**src/rtl/pls_pkg.sv**
```systemverilog
// pls_pkg: request and status codes, cell chain command types.
// Used by every module of positional_list_store. No dependencies.
`default_nettype none

package pls_pkg;

   localparam int unsigned CAPACITY_DEF = 16;
   localparam int unsigned POS_W        = 5;
   localparam int unsigned DATA_W       = 32;
   localparam int unsigned REQ_W        = 3;
   localparam int unsigned STATUS_W     = 2;
   localparam int unsigned REQ_TDATA_W  = 40;   // position + value, padded to bytes

   // request kinds (req_tuser)
   localparam logic [REQ_W-1:0] REQ_INS_HEAD = 3'd0;
   localparam logic [REQ_W-1:0] REQ_INS_TAIL = 3'd1;
   localparam logic [REQ_W-1:0] REQ_INS_POS  = 3'd2;
   localparam logic [REQ_W-1:0] REQ_DEL_HEAD = 3'd3;
   localparam logic [REQ_W-1:0] REQ_DEL_TAIL = 3'd4;
   localparam logic [REQ_W-1:0] REQ_DEL_POS  = 3'd5;
   localparam logic [REQ_W-1:0] REQ_DUMP     = 3'd6;

   // response status (rsp_tuser)
   localparam logic [STATUS_W-1:0] STATUS_OK     = 2'd0;
   localparam logic [STATUS_W-1:0] STATUS_BOUNDS = 2'd1;
   localparam logic [STATUS_W-1:0] STATUS_EMPTY  = 2'd2;
   localparam logic [STATUS_W-1:0] STATUS_FULL   = 2'd3;

   typedef enum logic [1:0] {
      OP_NOP,
      OP_INSERT,
      OP_DELETE,
      OP_ROTATE
   } chain_op_type;

   typedef enum logic [2:0] {
      SEL_HOLD,
      SEL_LEFT,
      SEL_RIGHT,
      SEL_NEW,
      SEL_HEAD
   } cell_sel_type;

   typedef struct packed {
      chain_op_type      op;
      logic [DATA_W-1:0] value;
   } chain_cmd_type;

endpackage : pls_pkg

`default_nettype wire

```
**src/rtl/pls_cell.sv**
```systemverilog
// pls_cell: one storage cell of the list chain.
// Loads from its left or right neighbour, the head cell or a new word. Uses pls_pkg.
`default_nettype none

module pls_cell (
   input  wire logic                       clock,
   input  wire pls_pkg::cell_sel_type      sel,
   input  wire logic [pls_pkg::DATA_W-1:0] left_value,
   input  wire logic [pls_pkg::DATA_W-1:0] right_value,
   input  wire logic [pls_pkg::DATA_W-1:0] head_value,
   input  wire logic [pls_pkg::DATA_W-1:0] new_value,
   output logic      [pls_pkg::DATA_W-1:0] value
);

   logic [pls_pkg::DATA_W-1:0] value_ff;
   logic [pls_pkg::DATA_W-1:0] value_in;

   always_comb begin
      case (sel)
         pls_pkg::SEL_LEFT:  value_in = left_value;
         pls_pkg::SEL_RIGHT: value_in = right_value;
         pls_pkg::SEL_NEW:   value_in = new_value;
         pls_pkg::SEL_HEAD:  value_in = head_value;
         default:            value_in = value_ff;
      endcase
   end

   always_ff @(posedge clock) begin
      value_ff <= value_in;
   end

   assign value = value_ff;

endmodule : pls_cell

`default_nettype wire

```
**src/rtl/pls_chain.sv**
```systemverilog
// pls_chain: row of pls_cell with per-cell shift selection.
// Insert shifts right of the slot, delete shifts left, rotate moves the head to the tail.
// Uses pls_pkg and pls_cell.
`default_nettype none

module pls_chain #(
   parameter int unsigned CAPACITY = pls_pkg::CAPACITY_DEF,
   localparam int unsigned IW = (CAPACITY > 1) ? $clog2(CAPACITY) : 1
) (
   input  wire logic                       clock,
   input  wire pls_pkg::chain_cmd_type     cmd,
   input  wire logic [IW-1:0]              idx,        // slot operated on
   input  wire logic [IW-1:0]              last_idx,   // last occupied slot before a delete or rotate
   output logic      [pls_pkg::DATA_W-1:0] head_value
);

   logic [pls_pkg::DATA_W-1:0] cell_q [CAPACITY];
   pls_pkg::cell_sel_type      sel    [CAPACITY];

   for (genvar i = 0; i < CAPACITY; i++) begin : g_cell
      localparam logic [IW-1:0] MY_IDX = IW'(i);
      logic [pls_pkg::DATA_W-1:0] left_w;
      logic [pls_pkg::DATA_W-1:0] right_w;

      if (i == 0) begin : g_first
         assign left_w = '0;
      end else begin : g_mid_l
         assign left_w = cell_q[i-1];
      end

      if (i == CAPACITY - 1) begin : g_last
         assign right_w = '0;
      end else begin : g_mid_r
         assign right_w = cell_q[i+1];
      end

      always_comb begin
         sel[i] = pls_pkg::SEL_HOLD;
         case (cmd.op)
            pls_pkg::OP_INSERT: begin
               if (MY_IDX > idx)
                  sel[i] = pls_pkg::SEL_LEFT;
               else if (MY_IDX == idx)
                  sel[i] = pls_pkg::SEL_NEW;
            end
            pls_pkg::OP_DELETE: begin
               if (MY_IDX >= idx && MY_IDX < last_idx)
                  sel[i] = pls_pkg::SEL_RIGHT;
            end
            pls_pkg::OP_ROTATE: begin
               if (MY_IDX < last_idx)
                  sel[i] = pls_pkg::SEL_RIGHT;
               else if (MY_IDX == last_idx)
                  sel[i] = pls_pkg::SEL_HEAD;
            end
            default: sel[i] = pls_pkg::SEL_HOLD;
         endcase
      end

      pls_cell u_cell (
         .clock       (clock),
         .sel         (sel[i]),
         .left_value  (left_w),
         .right_value (right_w),
         .head_value  (cell_q[0]),
         .new_value   (cmd.value),
         .value       (cell_q[i])
      );
   end

   assign head_value = cell_q[0];

endmodule : pls_chain

`default_nettype wire

```
**src/rtl/positional_list_store.sv**
```systemverilog
// positional_list_store: ordered list of up to CAPACITY signed words held in a cell chain.
// Status words are registered and valid in the cycle after the request is accepted.
// Throughput: one insert or delete per cycle, single chain shift, if responses are taken.
// Dump of n elements: ST_DUMP, then n registered words by rotation; no request meanwhile.
// Reset (synchronous): element count and control cleared; cell contents undefined.
// Depends on pls_pkg and pls_chain.
`default_nettype none

module positional_list_store #(
   parameter int unsigned CAPACITY = pls_pkg::CAPACITY_DEF
) (
   input  wire logic                            clock,
   input  wire logic                            reset,
   input  wire logic                            req_tvalid,
   output logic                                 req_tready,
   input  wire logic [pls_pkg::REQ_TDATA_W-1:0] req_tdata,  // position[4:0], value[36:5]
   input  wire logic [pls_pkg::REQ_W-1:0]       req_tuser,  // req_type[2:0]
   output logic                                 rsp_tvalid,
   input  wire logic                            rsp_tready,
   output logic      [pls_pkg::DATA_W-1:0]      rsp_tdata,  // element[31:0]
   output logic      [pls_pkg::STATUS_W-1:0]    rsp_tuser,  // status[1:0]
   output logic                                 rsp_tlast   // last_of_run
);

   localparam int unsigned CW = $clog2(CAPACITY + 1);
   localparam int unsigned IW = (CAPACITY > 1) ? $clog2(CAPACITY) : 1;
   localparam int unsigned PW = ((CW > pls_pkg::POS_W) ? CW : pls_pkg::POS_W) + 1;
   localparam logic [CW-1:0] CAP_COUNT = CW'(CAPACITY);

   typedef enum logic [1:0] {
      ST_IDLE = 2'b01,
      ST_DUMP = 2'b10
   } state_type;

   state_type                      state_ff, state_in;
   logic [CW-1:0]                  count_ff, count_in;
   logic [CW-1:0]                  dump_cnt_ff, dump_cnt_in;
   logic                           rsp_valid_ff, rsp_valid_in;
   logic [pls_pkg::STATUS_W-1:0]   rsp_status_ff, rsp_status_in;
   logic [pls_pkg::DATA_W-1:0]     rsp_elem_ff, rsp_elem_in;
   logic                           rsp_last_ff, rsp_last_in;

   logic [pls_pkg::REQ_W-1:0]      req_type;
   logic [pls_pkg::POS_W-1:0]      req_pos;
   logic [pls_pkg::DATA_W-1:0]     req_val;
   logic [PW-1:0]                  pos_ext, cnt_ext;
   logic                           out_free, req_fire, count_up;
   logic                           is_full, is_empty;
   logic [CW-1:0]                  count_m1;

   pls_pkg::chain_cmd_type         cmd;
   logic [IW-1:0]                  idx, last_idx;
   logic [pls_pkg::DATA_W-1:0]     head_value;

   assign req_type = req_tuser;
   assign req_pos  = req_tdata[pls_pkg::POS_W-1:0];
   assign req_val  = req_tdata[pls_pkg::POS_W +: pls_pkg::DATA_W];
   assign pos_ext  = PW'(req_pos);
   assign cnt_ext  = PW'(count_ff);
   assign count_m1 = count_ff - CW'(1);
   assign is_full  = (count_ff == CAP_COUNT);
   assign is_empty = (count_ff == '0);

   assign out_free   = !rsp_valid_ff || rsp_tready;
   assign req_tready = (state_ff == ST_IDLE) && out_free;
   assign req_fire   = req_tvalid && req_tready;

   always_comb begin
      state_in      = state_ff;
      count_in      = count_ff;
      dump_cnt_in   = dump_cnt_ff;
      rsp_valid_in  = rsp_valid_ff && !rsp_tready;
      rsp_status_in = rsp_status_ff;
      rsp_elem_in   = rsp_elem_ff;
      rsp_last_in   = rsp_last_ff;
      cmd.op        = pls_pkg::OP_NOP;
      cmd.value     = req_val;
      idx           = '0;
      last_idx      = '0;
      count_up      = 1'b0;

      case (state_ff)
         ST_IDLE: begin
            if (req_fire) begin
               // single status word unless a non-empty dump or an unused kind
               rsp_status_in = pls_pkg::STATUS_OK;
               rsp_elem_in   = '0;
               rsp_last_in   = 1'b1;
               rsp_valid_in  = 1'b1;
               case (req_type)
                  pls_pkg::REQ_INS_HEAD, pls_pkg::REQ_INS_TAIL, pls_pkg::REQ_INS_POS: begin
                     last_idx = IW'(count_ff);
                     if (is_full) begin
                        rsp_status_in = pls_pkg::STATUS_FULL;
                     end else if (req_type == pls_pkg::REQ_INS_POS &&
                                  (pos_ext == '0 || pos_ext > cnt_ext + PW'(1))) begin
                        rsp_status_in = pls_pkg::STATUS_BOUNDS;
                     end else begin
                        cmd.op   = pls_pkg::OP_INSERT;
                        count_in = count_ff + CW'(1);
                        count_up = 1'b1;
                        if (req_type == pls_pkg::REQ_INS_TAIL)
                           idx = IW'(count_ff);
                        else if (req_type == pls_pkg::REQ_INS_POS)
                           idx = IW'(pos_ext - PW'(1));
                        else
                           idx = '0;
                     end
                  end
                  pls_pkg::REQ_DEL_HEAD, pls_pkg::REQ_DEL_TAIL, pls_pkg::REQ_DEL_POS: begin
                     last_idx = IW'(count_m1);
                     if (is_empty) begin
                        rsp_status_in = pls_pkg::STATUS_EMPTY;
                     end else if (req_type == pls_pkg::REQ_DEL_POS &&
                                  (pos_ext == '0 || pos_ext > cnt_ext)) begin
                        rsp_status_in = pls_pkg::STATUS_BOUNDS;
                     end else begin
                        cmd.op   = pls_pkg::OP_DELETE;
                        count_in = count_m1;
                        if (req_type == pls_pkg::REQ_DEL_TAIL)
                           idx = IW'(count_m1);
                        else if (req_type == pls_pkg::REQ_DEL_POS)
                           idx = IW'(pos_ext - PW'(1));
                        else
                           idx = '0;
                     end
                  end
                  pls_pkg::REQ_DUMP: begin
                     if (is_empty) begin
                        rsp_status_in = pls_pkg::STATUS_EMPTY;
                     end else begin
                        rsp_valid_in = rsp_valid_ff && !rsp_tready;
                        dump_cnt_in  = '0;
                        state_in     = ST_DUMP;
                     end
                  end
                  default: begin
                     // unused request kind: no word, no change
                     rsp_valid_in = rsp_valid_ff && !rsp_tready;
                  end
               endcase
            end
         end
         ST_DUMP: begin
            last_idx = IW'(count_m1);
            if (out_free) begin
               // head word goes out, chain rotates; n rotations restore the order
               cmd.op        = pls_pkg::OP_ROTATE;
               rsp_valid_in  = 1'b1;
               rsp_status_in = pls_pkg::STATUS_OK;
               rsp_elem_in   = head_value;
               rsp_last_in   = (dump_cnt_ff == count_m1);
               dump_cnt_in   = dump_cnt_ff + CW'(1);
               if (dump_cnt_ff == count_m1)
                  state_in = ST_IDLE;
            end
         end
         default: state_in = ST_IDLE;
      endcase
   end

   always_ff @(posedge clock) begin
      if (reset) begin
         state_ff     <= ST_IDLE;
         count_ff     <= '0;
         dump_cnt_ff  <= '0;
         rsp_valid_ff <= 1'b0;
      end else begin
         state_ff     <= state_in;
         count_ff     <= count_in;
         dump_cnt_ff  <= dump_cnt_in;
         rsp_valid_ff <= rsp_valid_in;
      end
   end

   always_ff @(posedge clock) begin
      rsp_status_ff <= rsp_status_in;
      rsp_elem_ff   <= rsp_elem_in;
      rsp_last_ff   <= rsp_last_in;
   end

   pls_chain #(
      .CAPACITY (CAPACITY)
   ) u_chain (
      .clock      (clock),
      .cmd        (cmd),
      .idx        (idx),
      .last_idx   (last_idx),
      .head_value (head_value)
   );

   assign rsp_tvalid = rsp_valid_ff;
   assign rsp_tdata  = rsp_elem_ff;
   assign rsp_tuser  = rsp_status_ff;
   assign rsp_tlast  = rsp_last_ff;

   a_count_bound: assert property (@(posedge clock) disable iff (reset)
      count_ff <= CAP_COUNT)
      else $error("element count above capacity");

   a_dump_nonempty: assert property (@(posedge clock) disable iff (reset)
      state_ff == ST_DUMP |-> count_ff != '0)
      else $error("dump running on an empty list");

   a_dump_blocks_req: assert property (@(posedge clock) disable iff (reset)
      state_ff == ST_DUMP |-> !req_tready)
      else $error("request taken during dump");

   a_insert_counts: assert property (@(posedge clock) disable iff (reset)
      count_up |=> count_ff == $past(count_ff) + CW'(1))
      else $error("insert did not grow the list");

   a_dump_count_range: assert property (@(posedge clock) disable iff (reset)
      state_ff == ST_DUMP |-> dump_cnt_ff < count_ff)
      else $error("dump index past the last element");

endmodule : positional_list_store

`default_nettype wire

```
**config.mk**
```make
export PLATFORM = sky130hd
export DESIGN_NAME = positional_list_store
export DESIGN_NICKNAME = d
export VERILOG_FILES = /design/src/rtl/pls_pkg.sv /design/src/rtl/pls_cell.sv /design/src/rtl/pls_chain.sv /design/src/rtl/positional_list_store.sv
export SDC_FILE = /design/constraint.sdc
export NUM_CORES = 1
export LEC_CHECK = 0
export BUFFER_PORTS_ARGS = -buffer_cell sky130_fd_sc_hd__buf_2
export CORE_UTILIZATION = 45
export DETAILED_ROUTE_END_ITERATION = 16
export GPL_TIMING_DRIVEN = 0
export SLEW_MARGIN = 20
export SYNTH_ARGS = -nofsm -noshare
export SYNTH_HDL_FRONTEND = slang
export SYNTH_HIERARCHICAL = 1
export SYNTH_SLANG_ARGS = --single-unit
```
**constraint.sdc**
```tcl
create_clock -name clock -period 6.55 [get_ports clock]
set_input_delay 0.9825 -clock clock [delete_from_list [all_inputs] [get_ports clock]]
set_output_delay 0.9825 -clock clock [all_outputs]
set_load 0.03 [all_outputs]
```
==> impl_metrics.env <==
export IMPL_final_max_slew_viol_count=0
export IMPL_yosysSeqAreaShare_pct=48.8
export IMPL_drc=0
export IMPL_max_slew_margin_pct=27.6
export IMPL_die_area_sq_mm=0.0771
export IMPL_cts_sinks=560
export IMPL_drive_above_1_share_pct=15.5
export IMPL_synth_top_cells_by_count="nand2_1, edfxtp_1, mux2i_1"
export IMPL_start_util_pct=45.7
export IMPL_fmax_mhz=179
export IMPL_p_per_area_mw_per_mm2=346
export IMPL_post_cts_buffers=0
export IMPL_dieHeight_um=278
export IMPL_fin_worst_skew_ns=0.0164
export IMPL_drt_iter0_markers=3163
export IMPL_synth_cell_types=75
export IMPL_slowest_delay_ns=0.68
export IMPL_ys_seq_elements=560
export IMPL_nets=3104
export IMPL_place_congestion=0.966
export IMPL_max_cap_violations=0
export IMPL_ios=84
export IMPL_syn_to_final_growth_pct=13.8
export IMPL_post_cts_resized=0
export IMPL_hold_slack_ns=0.529
export IMPL_met1Wirelength_um=48300
export IMPL_min_path_type="reg -> reg"
export IMPL_antenna_found_initial=3
export IMPL_irDropWorstVdd_mv=0.187
export IMPL_routedWlPerCell_um=28.6
export IMPL_first_pass_iters=6
export IMPL_setup_viol=0
export IMPL_synth_avg_cell_area_sq_um=12.3
export IMPL_yosys_area_top_type="edfxtp_1"
export IMPL_wl_met3_um=10700
export IMPL_rsz0062_at_grt="false"
export IMPL_path_clk_slew_ns=0.06
export IMPL_wirelength_um=116000
export IMPL_crit_path_cell_trace="buf_4 > inv_1 > ha_1 > inv_1 > ha_1 > nor2b_1 > o21bai_1 > a32oi_1 > nand2_1 > nand2_1 > o22ai_1 > buf_2 > nor2_1 > nand2_1 > nor2_1 > buf_2 > nor2_4 > xnor2_2 > buf_6 > buf_6"
export IMPL_post_route_period_util_pct=85.4
export IMPL_ctsHoldBuffers=0
export IMPL_worst_skew_pair_late_latency_ns=0.62
export IMPL_synth_edf_count=547
export IMPL_critical_path_class="reg -> reg"
export IMPL_synthDominantCellAreaShare_pct=48.0
export IMPL_num_rows=100
export IMPL_die_w_um=278
export IMPL_root_buffer="clkbuf_16"
export IMPL_vias=26200
export IMPL_ys_flop_type="edfxtp_1"
export IMPL_cpMostUsedCell="nand2_1"
export IMPL_grt_pass1_vias=25800
export IMPL_ant_nets=0
export IMPL_syn_inst=2782
export IMPL_ctsLongestPathBuffers=3
export IMPL_place_ws_ns=1.03
export IMPL_synth_most_common_cell="nand2_1"
export IMPL_syn_area_sq_mm=0.0342
export IMPL_ys_warn_count=6
export IMPL_cpMaxStageDelayCell="xnor2_2"
export IMPL_status="finished clean"
export IMPL_arrival_ns=5.90
export IMPL_p_total_mw=13.5
export IMPL_crit_path_start_kind="flip-flop"
export IMPL_portBuffers=80
export IMPL_avgViaCountPerCell=6.45
export IMPL_grt_pass1_wl_um=171000
export IMPL_layout_setup_ws_ns=0.954
export IMPL_hpwl_um=80900
export IMPL_n_antenna_cell=0
export IMPL_cts_tree="built"
export IMPL_cts_buffers=67
export IMPL_period_needed_ns=5.60
export IMPL_worst_pin_slew_ns=1.09
export IMPL_crit_fanout=12
export IMPL_htree_levels=3
export IMPL_grt_use_total_pct=29.6
export IMPL_route_met2_wl_um=52100
export IMPL_cellLeakagePower_nw=12.0
export IMPL_fillCellCount=6650
export IMPL_hold_viol=0
export IMPL_dr_max_layer_used="met5"
export IMPL_worstPathRequired_ns=6.86
export IMPL_grt_max_degree=20
export IMPL_async_reset_ff_share_pct=0
export IMPL_synthTopCellsByArea="edfxtp_1, o221a_1, mux2i_1, nand2_1, buf_6"
export IMPL_cp_end_kind="flip-flop"
export IMPL_core_area_sq_mm=0.0748
export IMPL_overflow=0
==> final cells by class <==
class                           count  area, sq um  area share [%]
Inverter                           18         67.6           0.174
Timing Repair Buffer              127         1000            2.58
Clock inverter                     40          342           0.878
Tap cell                          969         1210            3.11
Clock buffer                       82         1800            4.62
Buffer                            255         1760            4.52
Sequential cell                   560        16700            42.9
Multi-Input combinational cell   2012        16100            41.3
==> per-layer routing <==
| layer | global-route usage (%) | vias to the layer above |
|---|---|---|
| met5 | 0 | - |
| li1 | - | 11500 |
| met2 | 46.3 | 1379 |
| met4 | 12.1 | 6 |
| met1 | 39.3 | 13000 |
| met3 | 7.08 | 290 |
==> path summary, 6_finish.rpt <==
check / endpoint / cells after the start / from / slack [ns]
worst max-delay path: u_chain/g_cell[2].u_cell/value[13] / 20 / count_ff[0] / 0.95
worst min-delay path: state_ff[1] / 2 / state_ff[1] / 0.53
worst max register to register: u_chain/g_cell[2].u_cell/value[13] / 20 / count_ff[0] / 0.95
worst min register to register: state_ff[1] / 2 / state_ff[1] / 0.53
==> metrics by stage <==
stage | cells | utilization [%] | area [sq um] | TNS, ns
6_report | 4063 | 52.0 | 38900 | 0
5_1_grt | 4063 | 52.0 | 38900 | 0
4_1_cts | 4063 | 52.0 | 38900 | 0
3_3_place_gp | 3894 | 48.2 | 36000 | -526.50
2_1_floorplan | 2845 | - | 34400 | 0
3_5_place_dp | 3941 | 49.2 | 36800 | 0
==> layout by cell type, fill, tap and decap left out, drive strengths merged, types with 4 or more instances in the layout <==
master  Yosys  final
a221oi      4      4
ha         16     16
o21ai      14     14
edfxtp    547    547
o31ai       5      5
inv        18     21
o211ai      8      8
nand4       8      8
nand2b      8      8
a21oi      22     22
a211oi      5      5
and2       40     40
clkbuf     57    139
bufinv      0      5
dfxtp      13     13
mux2i     513    513
nor2       77     77
mux2        6      6
nand3      10     10
nor2b      19     19
conb        1     64
nand2     560    560
o221a     512    512
xor2        7      7
nor3        6      6
clkinv      0     32
buf       198    325
and3        4      4
xnor2      28     28
o22ai       8      8
a21o       22     22
==> cells by family after synthesis <==
kind of cell	Yosys count	share of synthesized area (%)
and+or+nand+nor	751	9.52
AOI/OAI and AO/OA	627	19.6
DFF	560	48.8
muxes	519	15.2
buffers and inverters	273	5.34
xor gates and xnor gates	35	0.896
adders and majority gates	16	0.585
other	1	0.0110
==> sequential cells by signal, summed over array words and instances (netlist names) <==
name / flops
count_ff: 5
dump_cnt_ff: 5
rsp_tdata: 32
rsp_tlast: 1
rsp_tuser: 2
rsp_tvalid: 1
state_ff: 2
u_chain/g_cell.u_cell/value: 512
==> critical path: cells and delay by family, from the launching register on <==
family / cells / cell delay, ns
xor gates and xnor gates: 1 / 0.68
buffers and inverters: 7 / 1.60
AOI/OAI and AO/OA: 3 / 0.49
adders and majority gates: 2 / 0.74
DFF: 1 / 0.40
and+or+nand+nor: 7 / 1.34
==> report_power, final <==
part / internal, mW / total (mW) / switching (mW)
clock network: 2.16 / 3.70 / 1.54
logic: 1.68 / 4.03 / 2.35
registers: 4.94 / 5.75 / 0.811
total: 8.78 / 13.5 / 4.70
Power figures use the tool's default switching activity.
